**src/sv/rbd_pkg.sv**
```systemverilog
// rbd_pkg: shared types, constants and fsm states for the rms burst detector
// no dependencies
`timescale 1ns / 1ps
`default_nettype none

package rbd_pkg;

  localparam int WINDOW_SAMPLES = 4;
  localparam int PHASE_W        = $clog2(WINDOW_SAMPLES);
  localparam int WIN_SHIFT      = $clog2(WINDOW_SAMPLES);
  localparam int SQSUM_W        = 33;
  localparam int ITER_W         = 64;
  localparam int ITER_REM_W     = ITER_W + 2;
  localparam int ITER_DEN_W     = 18;
  localparam int ITER_CNT_W     = $clog2(ITER_W);
  localparam int CFG_IDX_W      = 3;
  localparam int CFG_DATA_W     = 16;

  // register indexes
  localparam logic [CFG_IDX_W-1:0] REG_MULT       = 3'd0;
  localparam logic [CFG_IDX_W-1:0] REG_DURATION   = 3'd1;
  localparam logic [CFG_IDX_W-1:0] REG_REFRACTORY = 3'd2;
  localparam logic [CFG_IDX_W-1:0] REG_PULSE      = 3'd3;
  localparam logic [CFG_IDX_W-1:0] REG_BASELINE   = 3'd4;

  typedef enum logic {
    ITER_DIV  = 1'b0,
    ITER_SQRT = 1'b1
  } iter_mode_t;

  typedef struct packed {
    logic       start;
    iter_mode_t mode;
  } iter_req_t;

  typedef struct packed {
    logic busy;
    logic done;
  } iter_stat_t;

  typedef struct packed {
    logic [15:0] mult;
    logic [15:0] duration;
    logic [15:0] refractory;
    logic [11:0] pulse;
    logic [15:0] baseline;
  } cfg_t;

  typedef enum logic [3:0] {
    ST_IDLE,
    ST_OUT,
    ST_RMS,
    ST_RMS_W,
    ST_MEAN,
    ST_MEAN_W,
    ST_M2_MUL,
    ST_M2_ADD,
    ST_VAR,
    ST_VAR_W,
    ST_SD,
    ST_SD_W,
    ST_THR,
    ST_DECIDE
  } state_t;

endpackage

`default_nettype wire

```
**src/sv/rbd_cfg.sv**
```systemverilog
// rbd_cfg: configuration register file with reset defaults
// depends on rbd_pkg
`timescale 1ns / 1ps
`default_nettype none

module rbd_cfg import rbd_pkg::*; (
  input  wire logic                  clk,
  input  wire logic                  rst_n,
  input  wire logic                  cfg_write_en,
  input  wire logic [CFG_IDX_W-1:0]  cfg_index,
  input  wire logic [CFG_DATA_W-1:0] cfg_data,
  output cfg_t                       cfg
);

  cfg_t cfg_r;

  always_ff @(posedge clk) begin
    if (!rst_n) begin
      cfg_r.mult       <= 16'd512;
      cfg_r.duration   <= 16'd150;
      cfg_r.refractory <= 16'd15000;
      cfg_r.pulse      <= 12'd1000;
      cfg_r.baseline   <= 16'd15000;
    end else if (cfg_write_en) begin
      case (cfg_index)
        REG_MULT:       cfg_r.mult       <= cfg_data;
        REG_DURATION:   cfg_r.duration   <= cfg_data;
        REG_REFRACTORY: cfg_r.refractory <= cfg_data;
        REG_PULSE:      cfg_r.pulse      <= cfg_data[11:0];
        REG_BASELINE:   cfg_r.baseline   <= cfg_data;
        default:        ;
      endcase
    end
  end

  assign cfg = cfg_r;

endmodule

`default_nettype wire

```
**config.mk**
```make
export PLATFORM = sky130hd
export DESIGN_NAME = rbd_cfg
export DESIGN_NICKNAME = d
export VERILOG_FILES = /design/src/sv/rbd_pkg.sv /design/src/sv/rbd_cfg.sv
export SDC_FILE = /design/constraint.sdc
export NUM_CORES = 1
export LEC_CHECK = 0
export BUFFER_PORTS_ARGS = -buffer_cell sky130_fd_sc_hd__buf_4
export CORE_ASPECT_RATIO = 0.6
export CORE_MARGIN = 2
export CORE_UTILIZATION = 45
export DETAILED_ROUTE_END_ITERATION = 16
export PLACE_DENSITY_LB_ADDON = 0.12
export RECOVER_POWER = 25
export SLEW_MARGIN = 20
export SYNTH_ARGS = -nofsm -noshare
export SYNTH_HDL_FRONTEND = slang
export SYNTH_SLANG_ARGS = --single-unit
```
**constraint.sdc**
```tcl
create_clock -name clk -period 0.95 [get_ports clk]
set_input_delay 0.095 -clock clk [delete_from_list [all_inputs] [get_ports clk]]
set_output_delay 0.095 -clock clk [all_outputs]
set_load 0.03 [all_outputs]
```
==> key figures <==
Critical path
  – CP Cell Sequence: buf_6
  – Crit path capture type: primary output
  – WP data required: 0.85 ns
  – Worst r2r src: cfg[73]
  – CP top delay family: flip-flops
  – R2R cell count: 3
  – Flop2flop setup slack: 0.25 ns
  – Crit-path max cell delay: 0.36 ns
  – Buf/Inv on CP: 1
  – Arr. time, crit path: 0.84 ns
  – Crit Path Class: flop to primary output
  – Type of origin of the critical path: flop
  – FF-to-FF End: cfg[73]
  – Crit-path max FO: 2
  – Slowest CP cell: dfxtp_2

Clocking
  – CTS tree: yes
  – CTS Buffer Depth: 2
  – Clock transition at path regs: 0.08 ns
  – Root Driver: clkbuf_8
  – H-Tree Depth: 3
  – Clock latency on the worst-skew pair: 0.35 ns
  – TritonCTS buffer count: 9
  – CTS Sinks: 76

Timing
  – Hold Fails Final Rpt: 0
  – Tmin final: 0.9333 ns
  – Slew Limit Fails: 0
  – Fin crit share: 0.9824
  – Worst slew pin tran: 0.4177 ns
  – Fin Setup TNS: 0 ns
  – RSZ-0062 raised after global routing: yes
  – Skew final: 0 ns
  – Max-slew headroom: 0.7215
  – Final setup vio count: 0
  – Upper clock frequency limit: 1.072 GHz

Routing
  – DRC: 0
  – Iter 0 DRT Violations: 73
  – Wirelength per Cell: 14.96 um
  – Post-DR vias/cell: 4.884
  – Antenna violation net count after detailed routing: 0
  – Overall routed net length: 7358 um
  – Total iterations of the first detailed-routing run: 4
  – Total number of vias: 2403

Synthesis
  – Avg Cell Area, Syn: 10.33 um2
  – Synth Instances: 285
  – Warnings from Yosys: 0
  – Synth Cell Area: 0.002944 mm2
  – Seq cells post-synth: 76
  – Seq/Total Area, Yosys: 0.5168
  – Synth cell types: 14
  – Net count after synthesis: 307

Global route
  – First-pass GRT wire length: 11470 um
  – Largest net degree at the start of global routing: 31
  – Total grt overflow: 0
  – GRT Resource Usage Total: 0.2137
  – Initial antenna violation count: 0
  – Vias in the first global route: 2303

Finish
  – Ant. Diodes: 0
  – Max reg flops: 76
  – FF+latch area: 0.001617 mm2
  – Ratio of cells with drive above 1 in the final layout: 0.5417
  – Final instance area: 0.004601 mm2
  – Fill count: 447
  – Layout Nets: 425
  – Multi-input gate area: 0.001339 mm2
  – Most frequent cells in the layout: mux2i_1, dfxtp_2, buf_6
  – Layout area overhead: 56.27%

Power and ir drop
  – Power Dens Cells: 1537 mW/mm2
  – Lkg Pwr: 0.002122 uW
  – Pwr Total: 7073 uW
  – Maximum vdd ir drop: 1.008 mV

Floorplan
  – I/O pins: 98
  – Core area: 0.006221 mm2
  – Die area: 0.007227 mm2
  – Die Wd: 108.4 um
  – Die Ht: 66.66 um
  – Initial Util: 0.4733
  – FP Rows: 22

Place
  – Detailed Place HPWL: 5188 um
  – IO Port Bufs: 97
  – Placed instance area: 0.003884 mm2
  – GPL Wtd Cong: 0.7698

Min path
  – Worst Min Path Start: cfg_data[2]
  – Hold Path Cell Cnt: 3
  – Worst min path class: input port to flop
  – Worst hold endpoint: cfg[46]

Job
  – Max-cap check violation count: 0

Outcome
  – Status: finished, final reports clean
per-stage QoR:
step	worst slack, ns	std cells	hold WS [ns]	util
2_1_floorplan	-0.04992	285	0.2372	-
3_3_place_gp	-0.2031	464	0.3598	0.6243
3_5_place_dp	-0.2290	464	0.3750	0.6243
4_1_cts	0.0003058	482	0.007297	0.7228
5_1_grt	-0.02059	492	0.02631	0.7395
6_report	0.01675	492	0.03194	0.7395
layout make-up:
class	instances	share of cell area
sequential	76	0.3514
clock buffer	9	0.02692
timing repair buffer	128	0.2809
tap	84	0.02284
multi-input combinational	188	0.2910
clock inverter	7	0.02692
routing by layer:
layer | vias up | routed length (um) | global-route usage
met4 | 0 | 107 | 0.06250
met1 | 1138 | 3398 | 0.2631
li1 | 1182 | - | -
met2 | 72 | 3287 | 0.3367
met3 | 11 | 565 | 0.09785
met5 | - | 0 | 0
report_power, final:
| group | switching [uW] | internal [uW] | leakage, uW | total, uW |
|---|---|---|---|---|
| sequential | 53.8 | 3270 | 0.000629 | 3320 |
| combinational | 399 | 367 | 0.00137 | 767 |
| clock | 1220 | 1760 | 0.000120 | 2990 |
repair_timing:
action	CTS	global route
resized for setup	132	21
endpoints found under the hold margin	2	0
endpoints found under the setup margin	72	62
buffers inserted	0	10
hold buffers	2	0
synthesized netlist by cell type, drive strengths merged:
cell type	n	area share
clkbuf	11	0.014
nor2b	37	0.079
nand4bb	2	0.0076
or4b	1	0.0034
nand2	67	0.085
and4b	1	0.0034
nand4b	1	0.0030
dfxtp	76	0.52
mux2i	76	0.26
and4bb	1	0.0042
nor4b	1	0.0030
buf	10	0.019
nor4bb	1	0.0034
logic make-up (layout without fill, tap and decap cells):
kind of cell           after synthesis  after routing  share of synthesized area
buffers and inverters               21            144                    0.03272
and+or+nand+nor                    112            112                     0.1921
DFF                                 76             76                     0.5168
muxes                               76             76                     0.2584
worst max-delay path by stage:
stage	endpoint	slack [ns]	cells past startpoint	startpoint
global route	cfg[43]	-0.02	1	cfg[43]
global placement	cfg[69]	-0.20	3	cfg_index[0]
finish	cfg[28]	0.02	1	cfg[28]
floorplan	cfg[69]	-0.05	3	cfg_index[0]
detailed placement	cfg[69]	-0.23	3	cfg_index[0]
CTS	cfg[60]	0.0003	1	cfg[60]
Power figures use the tool's default switching activity.
