### config.mk
export PLATFORM = sky130hd
export DESIGN_NAME = rbd_iter
export DESIGN_NICKNAME = d
export VERILOG_FILES = /design/src/sv/rbd_pkg.sv /design/src/sv/rbd_iter.sv
export SDC_FILE = /design/constraint.sdc
export NUM_CORES = 1
export LEC_CHECK = 0
export BUFFER_PORTS_ARGS = -buffer_cell sky130_fd_sc_hd__buf_4
export CAP_MARGIN = 5
export CORE_ASPECT_RATIO = 1.2
export CORE_MARGIN = 2
export CORE_UTILIZATION = 31
export DETAILED_ROUTE_END_ITERATION = 10
export PLACE_DENSITY_LB_ADDON = 0.2
export SYNTH_ARGS = -nofsm -noshare
export SYNTH_HDL_FRONTEND = slang
export SYNTH_SLANG_ARGS = --single-unit
### constraint.sdc
create_clock -name clk -period 5.12 [get_ports clk]
set_input_delay 1.024 -clock clk [delete_from_list [all_inputs] [get_ports clk]]
set_output_delay 1.024 -clock clk [all_outputs]
set_load 0.05 [all_outputs]
### src/sv/rbd_pkg.sv
// rbd_pkg: shared types, constants and fsm states for the rms burst detector
// no dependencies
`timescale 1ns / 1ps
`default_nettype none

package rbd_pkg;

  localparam int WINDOW_SAMPLES = 4;
  localparam int PHASE_W        = $clog2(WINDOW_SAMPLES);
  localparam int WIN_SHIFT      = $clog2(WINDOW_SAMPLES);
  localparam int SQSUM_W        = 33;
  localparam int ITER_W         = 64;
  localparam int ITER_REM_W     = ITER_W + 2;
  localparam int ITER_DEN_W     = 18;
  localparam int ITER_CNT_W     = $clog2(ITER_W);
  localparam int CFG_IDX_W      = 3;
  localparam int CFG_DATA_W     = 16;

  // register indexes
  localparam logic [CFG_IDX_W-1:0] REG_MULT       = 3'd0;
  localparam logic [CFG_IDX_W-1:0] REG_DURATION   = 3'd1;
  localparam logic [CFG_IDX_W-1:0] REG_REFRACTORY = 3'd2;
  localparam logic [CFG_IDX_W-1:0] REG_PULSE      = 3'd3;
  localparam logic [CFG_IDX_W-1:0] REG_BASELINE   = 3'd4;

  typedef enum logic {
    ITER_DIV  = 1'b0,
    ITER_SQRT = 1'b1
  } iter_mode_t;

  typedef struct packed {
    logic       start;
    iter_mode_t mode;
  } iter_req_t;

  typedef struct packed {
    logic busy;
    logic done;
  } iter_stat_t;

  typedef struct packed {
    logic [15:0] mult;
    logic [15:0] duration;
    logic [15:0] refractory;
    logic [11:0] pulse;
    logic [15:0] baseline;
  } cfg_t;

  typedef enum logic [3:0] {
    ST_IDLE,
    ST_OUT,
    ST_RMS,
    ST_RMS_W,
    ST_MEAN,
    ST_MEAN_W,
    ST_M2_MUL,
    ST_M2_ADD,
    ST_VAR,
    ST_VAR_W,
    ST_SD,
    ST_SD_W,
    ST_THR,
    ST_DECIDE
  } state_t;

endpackage

`default_nettype wire

### src/sv/rbd_iter.sv
// rbd_iter: shared restoring unit, one quotient bit or one root bit per cycle
// depends on rbd_pkg
`timescale 1ns / 1ps
`default_nettype none

module rbd_iter import rbd_pkg::*; (
  input  wire logic                  clk,
  input  wire logic                  rst_n,
  input  wire iter_req_t             req,
  input  wire logic [ITER_W-1:0]     op_a,
  input  wire logic [ITER_DEN_W-1:0] op_b,
  output iter_stat_t                 stat,
  output logic [ITER_W-1:0]          result
);

  logic                  busy_r, done_r;
  iter_mode_t            mode_r;
  logic [ITER_W-1:0]     num_r, q_r;
  logic [ITER_REM_W-1:0] rem_r;
  logic [ITER_DEN_W-1:0] den_r;
  logic [ITER_CNT_W-1:0] cnt_r;

  logic [ITER_REM_W-1:0] rem_sh, trial, diff;
  logic                  ge;

  always_comb begin
    if (mode_r == ITER_SQRT) begin
      rem_sh = {rem_r[ITER_REM_W-3:0], num_r[ITER_W-1:ITER_W-2]};
      trial  = {q_r, 2'b01};
    end else begin
      rem_sh = {rem_r[ITER_REM_W-2:0], num_r[ITER_W-1]};
      trial  = {{(ITER_REM_W-ITER_DEN_W){1'b0}}, den_r};
    end
    ge   = rem_sh >= trial;
    diff = rem_sh - trial;
  end

  always_ff @(posedge clk) begin
    if (!rst_n) begin
      busy_r <= 1'b0;
      done_r <= 1'b0;
    end else begin
      done_r <= 1'b0;
      if (req.start && !busy_r) begin
        busy_r <= 1'b1;
      end else if (busy_r && cnt_r == '0) begin
        busy_r <= 1'b0;
        done_r <= 1'b1;
      end
    end
  end

  always_ff @(posedge clk) begin
    if (req.start && !busy_r) begin
      mode_r <= req.mode;
      num_r  <= op_a;
      den_r  <= op_b;
      rem_r  <= '0;
      q_r    <= '0;
      // sqrt takes two bits a step
      cnt_r  <= (req.mode == ITER_SQRT) ? ITER_CNT_W'(ITER_W/2 - 1) : ITER_CNT_W'(ITER_W - 1);
    end else if (busy_r) begin
      num_r <= (mode_r == ITER_SQRT) ? {num_r[ITER_W-3:0], 2'b00} : {num_r[ITER_W-2:0], 1'b0};
      rem_r <= ge ? diff : rem_sh;
      q_r   <= {q_r[ITER_W-2:0], ge};
      cnt_r <= cnt_r - 1'b1;
    end
  end

  assign stat.busy = busy_r;
  assign stat.done = done_r;
  assign result    = q_r;

endmodule

`default_nettype wire

==> reports/metrics.csv, run 1 <==
metric;value;unit
yosysUniqueCellTypes;72;
critPathLaunchType;register;
cp-startpoint;mode_r;
drv_slew;0;
place.port_buffers;151;
routabilityCongestion;0.863;
crit_type;reg2reg;
ys_ff_latch;220;
fin_crit_sh;88.5;%
ys.flop_type;dfxtp_1;
die_y;237;um
initialDrtViolationCount;556;
hold_class;reg2reg;
max_cap_violations;0;
ff2ff_setup_slack;0.59;ns
dieArea;46900;um^2
p_comb_share;55.5;%
status;finished, final reports clean;
syn_nets;1798;
via_count;11900;
r2r_cells;15;
synth_top_area_cell;edfxtp_1;
final_cell_mix;375 x nand2_1, 190 x o21ai_0, 176 x buf_4;
numCtsBuffers;27;
cts_root_buf;clkbuf_16;
cts_post_setup_buffers_inserted;0;
power_frac_seq;24.7;%
clkSinkCount;220;
peakVddDrop;0.000336;V
syn_to_final_growth;18.2;%
crit_path_max_fanout;41;
synth_cells;1643;
dp.cells;2328;
tns;0;ns
drive_above_1_share;17.5;%
worstPathArrival;4.97;ns
routed_wl;38.4;mm
intPower;5.43;mW
dr.pass1.iters;5;
nets;1903;
place_hpwl;28.2;mm
hold_viol_final;0;
power.total;9.42;mW
drcViolationCount;0;
crit_slowest_cell;edfxtp_1;
synth_edf_count;89;
critPathCapture;rem_r[63];
ctsHoldBuffers;0;
worstReg2RegStart;mode_r;
cts.repair.resized;0;
synth_area;14000;um^2
final_common_cell;nand2_1;
clkPwrFrac;19.8;%
core-area;44800;um^2
final-setup-viol-count;0;
io_pins;152;
final-instance-count-excl-fill;2378;
grt_overflow_total;0;
antenna_found_initial;0;
clk_pin_slew;0.06;ns
via_per_inst;5.01;
p_switching;3.99;mW
worst_pin_slew;0.854;ns
cts_tree;yes;
die_w;198;um
slew_headroom;43.1;%
start_util;31.3;%
ant_nets;0;
swShare;42.4;%
crit_path_end_kind;register;
groute.usage.overall;16.3;%
r2r_end;rem_r[63];
grt_pass1_wl;62.8;mm
seq_area_frac_synth;37.8;%
worstPathCellList;buf_12 -> buf_4 -> mux2_2 -> ha_1 -> a21oi_1 -> o211ai_1 -> a221o_1 -> a21oi_1 -> o221ai_1 -> a41o_1 -> a221o_4 -> buf_12 -> nand3_2 -> mux2i_1 -> a211o_1;
grt_setup_unrepaired;false;
clkLatencyLatePin;0.55;ns
critical-path-max-stage-delay;0.59;ns
synth_warnings;0;
grt_start_max_net_pins;93;
routedWlPerCell;16.1;um
max_freq;0.221;GHz
first_global_vias;12000;
htree_levels;1;
post-route-min-period;4.53;ns
cts_buffer_depth;3;
synth_top_cell_area_share;19.1;%
syn_area_per_cell;8.53;um^2
p_leak;6.95;nW
critPathRequiredTime;5.56;ns
power_density;569;nW/um^2
synthArstFlopShare;0;%
ys_top_cells_by_area;edfxtp_1 19%, dfxtp_1 19%, nand2_1 10%;
num_rows;85;
fin_skew;0.0103;ns
n_antenna_cell;0;
[synth_stat cells, types with 37 or more instances]
cell type	instances
nand2_1	375
o21ai_0	190
dfxtp_1	131
mux2i_1	116
edfxtp_1	89
a21oi_1	85
clkbuf_1	71
ha_1	68
mux2_2	64
nor2_1	60
o21ai_1	44
xnor2_1	37
[power by group through the flow]
stage	clock network (mW)	registers (mW)	logic, mW
global route	1.99	2.37	5.83
finish	1.86	2.33	5.23
CTS	1.94	2.33	5.26
global placement	0	2.36	5.23
floorplan	0	2.31	4.11
detailed placement	0	2.36	5.23
[metal layers]
layer	global-route usage (%)	up-vias	part of all wire, %
met5	0	-	0
met4	5.08	0	2.7
met3	3.13	71	5.0
met2	28.5	219	49
met1	20.0	5555	43
li1	-	6057	-
[state kept, by name, indices dropped and copies added, names as in the netlist]
| name | flops |
|---|---|
| busy_r | 1 |
| done_r | 1 |
| den_r | 18 |
| rem_r | 65 |
| mode_r | 1 |
| cnt_r | 6 |
| result | 64 |
| num_r | 64 |
[cells by family after synthesis]
kind of cell	count (synthesis)	synth area share (%)
adder cells (fa/ha/maj)	69	6.21
XOR/XNOR	59	3.69
AO/OA/AOI/OAI	449	18.8
AND/OR/NAND/NOR	529	15.8
multiplexers	180	13.4
buffers and inverters	137	4.26
flip-flops	220	37.8
[how the worst min path moves through the flow]
stage                endpoint  cells past startpoint  slack, ns       from
CTS                 rem_r[21]                      2       0.46  rem_r[21]
detailed placement  rem_r[21]                      2       0.45  rem_r[21]
global route        rem_r[28]                      2       0.48  rem_r[28]
global placement    rem_r[28]                      2       0.45  rem_r[28]
floorplan           rem_r[19]                      2       0.43  rem_r[19]
finish              rem_r[21]                      2       0.46  rem_r[21]
[per-stage QoR]
step	hold slack (ns)	setup WS, ns	instance area (um^2)	util, %
finish	0.459	0.587	16600	37.0
global route	0.482	0.288	16600	37.0
CTS	0.461	0.567	16600	37.0
detailed placement	0.449	0.586	15700	35.1
global placement	0.449	0.635	15700	35.1
floorplan	0.430	0.598	14000	-
[worst max-delay path: cells and delay by family (launching register included)]
kind | cells | cell delay (ns)
flip-flops | 1 | 0.59
buffers and inverters | 3 | 0.75
multiplexers | 2 | 0.45
AND/OR/NAND/NOR | 1 | 0.09
adder cells (fa/ha/maj) | 1 | 0.37
AO/OA/AOI/OAI | 8 | 2.06
[layout make-up]
cell class / instances / area, um^2
clock buffers: 35 / 733
clock inverters: 15 / 121
fillers: 4645 / 28200
inverters: 34 / 131
multi-input cells: 1286 / 8140
flip-flops and latches: 220 / 5300
well taps: 609 / 762
repair buffers: 179 / 1380
No activity file was read; power rests on OpenSTA's default activity.
==> run 2: changes to the inputs <==
--- a/config.mk
+++ b/config.mk
@@ -12,6 +12,7 @@
 export CORE_UTILIZATION = 31
 export DETAILED_ROUTE_END_ITERATION = 10
 export PLACE_DENSITY_LB_ADDON = 0.2
+export RECOVER_POWER = 25
 export SYNTH_ARGS = -nofsm -noshare
 export SYNTH_HDL_FRONTEND = slang
 export SYNTH_SLANG_ARGS = --single-unit
==> run 2 against run 1 <==
  * Largest power group unchanged
  * The flow now finishes with violations (capacitance limit, slew limit)
  * Global-route usage stayed put
  * Critical path depth shrank 4
  * Sequential power about the same
  * First-iteration DRC count decreased by 0.54%
  * Total power hardly changed
  * Combinational power hardly changed
  * Count of clock-buffer cells in the layout stayed put
  * Clock skew increased by 0.00090 ns
  * Critical path type unchanged
  * Critical endpoint is now rem_r[56]
  * Highest routed layer unchanged
==> reports/metrics.csv, run 2 (synthesis gave the netlist of run 1 again) <==
metric;value;unit;change
htree_levels;1;;unchanged
nets;1903;;unchanged
final_common_cell;nand2_1;;unchanged
place_hpwl;28.2;mm;unchanged
antenna_found_initial;0;;unchanged
groute.usage.overall;16.3;%;unchanged
drive_above_1_share;17.1;%;was 17.5%
core-area;44800;um^2;unchanged
cts_root_buf;clkbuf_16;;unchanged
initialDrtViolationCount;553;;was 556
hold_ws;0.460;ns;was 0.459 ns
via_count;11900;;about the same
clkLatencyLatePin;0.55;ns;about the same
final-instance-count-excl-fill;2378;;unchanged
setup_ws;0.522;ns;was 0.587 ns
die_y;237;um;unchanged
hold_class;reg2reg;;unchanged
cts_tree;yes;;unchanged
critPathRequiredTime;5.57;ns;was 5.56 ns
cp-startpoint;mode_r;;unchanged
grt_busiest_layer;met2;;unchanged
routabilityCongestion;0.863;;unchanged
violations;capacitance limit, slew limit;;
hold_end;rem_r[21];;unchanged
drv_slew;101;;was 0
place.port_buffers;151;;unchanged
crit_path_end_kind;register;;unchanged
p_leak;6.93;nW;was 6.95 nW
clk_pin_slew;0.06;ns;about the same
register_area;5300;um^2;about the same
io_pins;152;;unchanged
ctsHoldBuffers;0;;unchanged
via_per_inst;5.00;;was 5.01
grt_overflow_total;0;;unchanged
fin_crit_sh;89.8;%;was 88.5%
crit_path_max_fanout;38;;was 41
grtUsageMet1;20.0;%;unchanged
routedWlPerCell;16.1;um;about the same
power_density;569;nW/um^2;about the same
start_util;31.3;%;unchanged
ant_nets;0;;unchanged
worstReg2RegStart;mode_r;;unchanged
slew_headroom;-69.1;%;was 43.1%
syn_to_final_growth;18.1;%;was 18.2%
largest_reg_flops;65;;unchanged
r2r_end;rem_r[56];;was rem_r[63]
first_global_vias;12000;;unchanged
clkSinkCount;220;;unchanged
grt_setup_unrepaired;false;;unchanged
holdPathStages;2;;unchanged
worst_pin_slew;2.54;ns;was 0.854 ns
worstPathCellList;buf_12 -> buf_4 -> mux2i_1 -> ha_1 -> nand4_1 -> or4_1 -> o31ai_2 -> a41o_1 -> a221o_4 -> nand2_1 -> o21ai_0;;was buf_12 -> buf_4 -> mux2_2 -> ha_1 -> a21oi_1 -> o211ai_1 -> a221o_1 -> a21oi_1 -> o221ai_1 -> a41o_1 -> a221o_4 -> buf_12 -> nand3_2 -> mux2i_1 -> a211o_1
tns;0;ns;unchanged
fill_cells;4649;;was 4645
top_register;rem_r;;unchanged
crit_family;compound AO/OA/AOI/OAI gates;;unchanged
critical-path-max-stage-delay;0.59;ns;about the same
hold_start;rem_r[21];;unchanged
max_cap_violations;3;;was 0
fin_area;16500;um^2;was 16600 um^2
crit_slowest_cell;edfxtp_1;;unchanged
ff2ff_setup_slack;0.52;ns;was 0.59 ns
cts_post_setup_buffers_inserted;0;;unchanged
cts_buffer_depth;3;;unchanged
final-setup-viol-count;0;;unchanged
hold_viol_final;0;;unchanged
die_w;198;um;unchanged
num_rows;85;;unchanged
final_cell_mix;375 x nand2_1, 190 x o21ai_0, 155 x buf_4;;was 375 x nand2_1, 190 x o21ai_0, 176 x buf_4
status;finished, violations left;;was finished, final reports clean
dpl_cell_area;15700;um^2;unchanged
drcViolationCount;0;;unchanged
worstPathArrival;5.05;ns;was 4.97 ns
path_buf_inv;2;;was 3
final_util;37.0;%;about the same
globalRouteMet3Util;3.13;%;unchanged
fin_skew;0.0112;ns;was 0.0103 ns
grt_start_max_net_pins;93;;unchanged
numCtsBuffers;27;;unchanged
dpl_worst_slack;0.586;ns;unchanged
power.total;9.42;mW;about the same
crit_type;reg2reg;;unchanged
critPathLaunchType;register;;unchanged
cts.repair.resized;0;;unchanged
dp.cells;2328;;unchanged
use_met2;28.5;%;unchanged
post-route-min-period;4.60;ns;was 4.53 ns
r2r_cells;11;;was 15
peakVddDrop;0.000336;V;about the same
multiInputGateArea;8140;um^2;unchanged
n_antenna_cell;0;;unchanged
dieArea;46900;um^2;unchanged
grt_pass1_wl;62.8;mm;unchanged
routed_wl;38.4;mm;about the same
dr.pass1.iters;5;;unchanged
max_freq;0.217;GHz;was 0.221 GHz
==> run 2: final cells by class <==
class / instances / share of cell area (%)
flip-flops and latches: 220 / 32.0
well taps: 609 / 4.61
inverters: 34 / 0.794
multi-input cells: 1286 / 49.2
repair buffers: 179 / 8.22
clock inverters: 15 / 0.734
clock buffers: 35 / 4.43
==> run 2: worst max-delay path by stage <==
stage | endpoint | slack, ns | cells past startpoint
global placement | rem_r[44] | 0.63 | 11
detailed placement | rem_r[44] | 0.59 | 11
CTS | rem_r[44] | 0.57 | 11
floorplan | rem_r[63] | 0.60 | 21
global route | rem_r[44] | 0.20 | 14
finish | rem_r[56] | 0.52 | 11
==> run 2: routing by layer <==
metal  wire length (um)  vias to the layer above  share of wire, %
met5                  0                        -                 0
met3               1940                       72               5.1
met1              16600                     5552                43
met2              18800                      221                49
met4               1050                        0               2.7
li1                   -                     6055                 -
==> run 2: worst register-to-register path: stages, from the launching register on <==
cell,delay [ns]
edfxtp_1,0.59
buf_12,0.26
buf_4,0.27
mux2i_1,0.28
ha_1,0.32
nand4_1,0.14
or4_1,0.59
o31ai_2,0.47
a41o_1,0.32
a221o_4,0.42
nand2_1,0.43
o21ai_0,0.40
==> run 2: where the power goes <==
part           switching [mW]  internal [mW]  total, mW
clock                   0.798           1.07       1.86
sequential              0.188           2.14       2.33
combinational            3.01           2.23       5.23
total                    3.99           5.43       9.42
